File: config.mk
export PLATFORM = sky130hd
export DESIGN_NAME = npcm_cell
export DESIGN_NICKNAME = d
export VERILOG_FILES = /design/src/sv/npcm_pkg.sv /design/src/sv/npcm_cell.sv
export SDC_FILE = /design/constraint.sdc
export NUM_CORES = 1
export LEC_CHECK = 0
export BUFFER_PORTS_ARGS = -buffer_cell sky130_fd_sc_hd__buf_2
export CELL_PAD_IN_SITES_DETAIL_PLACEMENT = 0
export CELL_PAD_IN_SITES_GLOBAL_PLACEMENT = 2
export CORE_MARGIN = 10
export CORE_UTILIZATION = 32
export DETAILED_ROUTE_END_ITERATION = 6
export PLACE_DENSITY_LB_ADDON = 0.1
export RECOVER_POWER = 50
export SYNTH_ARGS = -nofsm -noshare
export SYNTH_HDL_FRONTEND = slang
export SYNTH_SLANG_ARGS = --single-unit
File: constraint.sdc
create_clock -name clk -period 24.3 [get_ports clk]
set_clock_uncertainty 0.05 [all_clocks]
set_input_delay 4.86 -clock clk [delete_from_list [all_inputs] [get_ports clk]]
set_output_delay 4.86 -clock clk [all_outputs]
set_load 0.02 [all_outputs]
File: src/sv/npcm_pkg.sv
package npcm_pkg;

    localparam int CHAN_W = 8;
    localparam int SLOT_W = 4;
    localparam int SIZE_W = 5;
    localparam int SQ_W   = 2 * CHAN_W;
    localparam int DIST_W = SQ_W + 2;

    // Item operations
    localparam logic OP_LOAD = 1'b0;
    localparam logic OP_MAP  = 1'b1;

    typedef struct packed {
        logic              op;
        logic [SLOT_W-1:0] slot;
        logic [CHAN_W-1:0] pixel_red;
        logic [CHAN_W-1:0] pixel_green;
        logic [CHAN_W-1:0] pixel_blue;
    } in_item_t;

    typedef struct packed {
        logic [CHAN_W-1:0] out_red;
        logic [CHAN_W-1:0] out_green;
        logic [CHAN_W-1:0] out_blue;
        logic [SLOT_W-1:0] chosen_slot;
        logic              no_palette;
    } out_item_t;

    typedef struct packed {
        logic [CHAN_W-1:0] red;
        logic [CHAN_W-1:0] green;
        logic [CHAN_W-1:0] blue;
    } color_t;

    // Running search result handed from cell to cell
    typedef struct packed {
        logic              found;
        logic [DIST_W-1:0] score;
        color_t            color;
    } best_t;

    function automatic logic [SQ_W-1:0] gap_sq(input logic [CHAN_W-1:0] a,
                                               input logic [CHAN_W-1:0] b);
        logic [CHAN_W-1:0] d;
        begin
            d = (a > b) ? (a - b) : (b - a);
            gap_sq = SQ_W'(d) * SQ_W'(d);
        end
    endfunction

    function automatic logic [DIST_W-1:0] color_dist2(input color_t c,
                                                      input in_item_t px);
        begin
            color_dist2 = DIST_W'(gap_sq(c.red, px.pixel_red))
                        + DIST_W'(gap_sq(c.green, px.pixel_green))
                        + DIST_W'(gap_sq(c.blue, px.pixel_blue));
        end
    endfunction

endpackage

File: src/sv/npcm_cell.sv
module npcm_cell
    import npcm_pkg::*;
#(
    parameter int CELL_INDEX = 0,
    parameter int IDX_W      = 4
) (
    input  logic              clk,
    input  logic              rst_n,
    input  logic              advance,
    input  logic [SIZE_W-1:0] palette_size,
    input  logic              up_valid,
    input  in_item_t          up_item,
    input  best_t             up_best,
    input  logic [IDX_W-1:0]  up_slot,
    output logic              dn_valid,
    output in_item_t          dn_item,
    output best_t             dn_best,
    output logic [IDX_W-1:0]  dn_slot
);

    localparam int SLOT_RANGE = 1 << SLOT_W;

    color_t            color_reg;
    logic              valid_reg;
    in_item_t          item_reg;
    best_t             best_reg;
    logic [IDX_W-1:0]  slot_reg;

    logic              load_hit;
    logic              active;
    logic [DIST_W-1:0] score;
    logic              take;
    best_t             best_next;
    logic [IDX_W-1:0]  slot_next;

    // Match a load transaction against this cell's slot
    assign load_hit = up_valid && (up_item.op == OP_LOAD) && (CELL_INDEX < SLOT_RANGE)
                   && (up_item.slot == SLOT_W'(CELL_INDEX));

    // Search this slot only while it lies inside the palette
    assign active = int'(palette_size) > CELL_INDEX;
    assign score  = color_dist2(color_reg, up_item);
    assign take   = up_valid && (up_item.op == OP_MAP) && active
                 && (!up_best.found || (score < up_best.score));

    always_comb
    begin
        best_next = up_best;
        slot_next = up_slot;
        if (take)
        begin
            best_next.found = 1'b1;
            best_next.score = score;
            best_next.color = color_reg;
            slot_next       = IDX_W'(CELL_INDEX);
        end
    end

    // Store the palette entry
    always_ff @(posedge clk)
    begin
        if (advance && load_hit)
        begin
            color_reg.red   <= up_item.pixel_red;
            color_reg.green <= up_item.pixel_green;
            color_reg.blue  <= up_item.pixel_blue;
        end
    end

    // Advance the stage valid bit
    always_ff @(posedge clk or negedge rst_n)
    begin
        if (!rst_n)
        begin
            valid_reg <= 1'b0;
        end
        else if (advance)
        begin
            valid_reg <= up_valid;
        end
    end

    // Hand the transaction and running result to the next cell
    always_ff @(posedge clk)
    begin
        if (advance)
        begin
            item_reg <= up_item;
            best_reg <= best_next;
            slot_reg <= slot_next;
        end
    end

    assign dn_valid = valid_reg;
    assign dn_item  = item_reg;
    assign dn_best  = best_reg;
    assign dn_slot  = slot_reg;

endmodule

==> run_results.csv <==
group,metric,value,unit
synth,synthArstFlopShare,0.990,%
drt,wl_per_cell,17.1,um
timing,tightest_slew,1.32,ns
global_routing,grt_pass1_wl,47.9,mm
global_routing,grt_remaining_overflow,0,
global_routing,grt_usage,13.8,%
synth,yosysSeqAreaShare,26.4,%
clock_tree,cts_tree,"yes",
placed_design,globalplace.congestion,0.796,
synth,syn_nets,1462,
timing,setup_viol,0,
hold_path,worst_hold_path.num_cells,1,
placed_design,placed_area,0.0128,sq mm
drt,routed_wl,29.5,mm
drt,first_iter_violations,259,
floorplanning,core,0.0355,sq mm
timing,hold_viol_final,0,
drt,dr.pass1.iters,4,
floorplanning,die_w,209,um
global_routing,grt_max_degree,58,
synth,synth_top_area_share,26.1,%
clock_tree,ctsResizeCount,0,
layout,largest_register_ffs,43,
synth,synth_area,0.0115,sq mm
clock_tree,post_cts_buffers,0,
clock_tree,clock_latency,0.37,ns
clock_tree,root_buffer,"clkbuf_16",
clock_tree,cts.clk_slew.worst_paths,0.08,ns
critical_path,rr_worst_depth,37,
synth,synth_area_leader_cell,"edfxtp_1",
synth,synthTopCellsByArea,"edfxtp_1 (26%), fa_1 (24%), ha_1 (15%)",
clock_tree,clk_path_buf_depth,2,
critical_path,cpPeakStageDelay,1.04,ns
layout,n_antenna_cell,0,
floorplanning,initial_core_util,32.4,%
critical_path,cpMostUsedCell,"fa_1",
drt,antenna_left,0,
floorplanning,die_area,0.0439,sq mm
synth,synthCells,1097,
clock_tree,clock_sinks,101,
drt,vias,7698,
job,cap_violations,0,
placed_design,hpwlAfterDp,25.1,mm
drt,drc_errors,0,
timing,drv_slew,0,
clock_tree,numCtsBuffers,9,
layout,design_area,0.0130,sq mm
timing,max_slew_margin,11.7,%
timing,fmax,63.3,MHz
synth,yosys_warnings,0,
timing,fin_crit,15.81,ns
synth,synth-edff-count,100,
synth,ys_seq_elements,101,
critical_path,cp_max_fo,37,
timing,fin_setup_tns,0,ns
synth,dominantRegCellSynth,"edfxtp_1",
clock_tree,cts_max_level,3,
drt,avgViaCountPerCell,4.46,
critical_path,cp.required,24.37,ns
global_routing,grt_pass1_vias,8453,
timing,fin_crit_sh,65.1,%
outcome,status,"completed",
critical_path,crit_path_end_kind,"flip-flop",
clock_tree,cts_hold_buf,0,
layout,fillCellCount,3687,
synth,ys_types,65,
global_routing,antenna_found_initial,0,
critical_path,slowest_stage,"xnor2_1",
floorplanning,ios,162,
critical_path,critPathKind,"in2reg",
synth,synth.avg_cell_area,10.5,sq um
layout,drive_gt1_share,12.7,%
floorplanning,rows,69,
critical_path,arrival,15.88,ns
layout,nets,1624,
hold_path,holdCritPathClass,"reg2reg",
timing,grt_setup_unrepaired,"no",
critical_path,worstSetupStartpointType,"input port",
floorplanning,die_h,209,um
placed_design,port_buffers,161,
layout,syn_to_final_growth,13.4,%
-- cell type report --
| type | instances | area [sq um] | area share [%] |
|---|---|---|---|
| clock inverters | 6 | 68.8 | 0.528 |
| multi-input cells | 696 | 7310 | 56.1 |
| inverters | 280 | 1050 | 8.07 |
| repair buffers | 171 | 766 | 5.88 |
| clock buffers | 10 | 229 | 1.76 |
| flip-flops and latches | 101 | 3030 | 23.2 |
| well taps | 461 | 577 | 4.43 |
-- worst max-delay path: cells and delay by family --
family	cells	cell delay (ns)
AOI/OAI and AO/OA	9	2.44
xor gates and xnor gates	2	1.23
adders and majority gates	10	4.90
buffers and inverters	7	1.15
muxes	1	0.40
and+or+nand+nor	7	0.85
-- stage by stage --
| stage | hold WS (ns) | instances | setup WS, ns | utilization, % |
|---|---|---|---|---|
| after floorplan | 0.505 | 1097 | 10.08 | - |
| after CTS | 0.486 | 1725 | 8.42 | 37.1 |
| after detailed placement | 0.459 | 1709 | 8.05 | 36.2 |
| after global routing | 0.512 | 1725 | 7.53 | 36.7 |
| after global placement | 0.436 | 1709 | 8.19 | 36.2 |
| final | 0.480 | 1725 | 8.49 | 36.7 |
-- cell usage in the layout (no fill, tap or decap), types with 25 or more instances in the layout --
cell type	count
nand2_1	29
o21ai_0	25
clkbuf_1	93
nor2_1	78
fa_1	139
mux2_2	44
buf_2	69
ha_1	141
edfxtp_1	100
a21oi_1	42
inv_1	279
-- cells in the mapped netlist, drive strengths merged, types with 7 or more instances --
library cell and instances:
nor2 78, mux2 44, nand4 7, ha 141
edfxtp 100, xnor2 19, xor2 16, mux2i 14
or2 12, nand2b 16, nand3 8, nand2 29
buf 16, a21o 17, o21ai 28, o21bai 11
nor2b 13, inv 280, fa 139, a21oi 44
-- worst paths after layout --
path,from,end,slack [ns]
min in group asynchronous,rst_n,dn_valid,4.19
max,up_item[17],dn_best[14],8.49
max in group asynchronous,rst_n,dn_valid,19.93
max reg2reg,color_reg[16],dn_best[14],12.71
min reg2reg,dn_valid,dn_valid,0.48
min,dn_valid,dn_valid,0.48
-- cell families (layout without fill, tap and decap cells) --
| kind of cell | count (synthesis) | in the layout | synth area share (%) |
|---|---|---|---|
| flip-flops | 101 | 101 | 26.4 |
| multiplexers | 58 | 58 | 5.53 |
| adder cells (fa/ha/maj) | 280 | 280 | 39.6 |
| AO/OA/AOI/OAI | 135 | 135 | 7.65 |
| buffers and inverters | 300 | 467 | 10.1 |
| XOR/XNOR | 35 | 35 | 2.80 |
| AND/OR/NAND/NOR | 188 | 188 | 7.94 |
-- layer usage --
layer  routed length [um]  track usage (%)  up-vias
met1                13600             18.3     3763
met5                    0                0        -
met2                14400             23.1       98
met4                  305             2.85        0
met3                 1170             2.57       15
li1                     -                -     3822
Power is left out: the tool's default activity adds up to more than one toggle a clock period on the data nets, which glitch-free logic cannot reach.
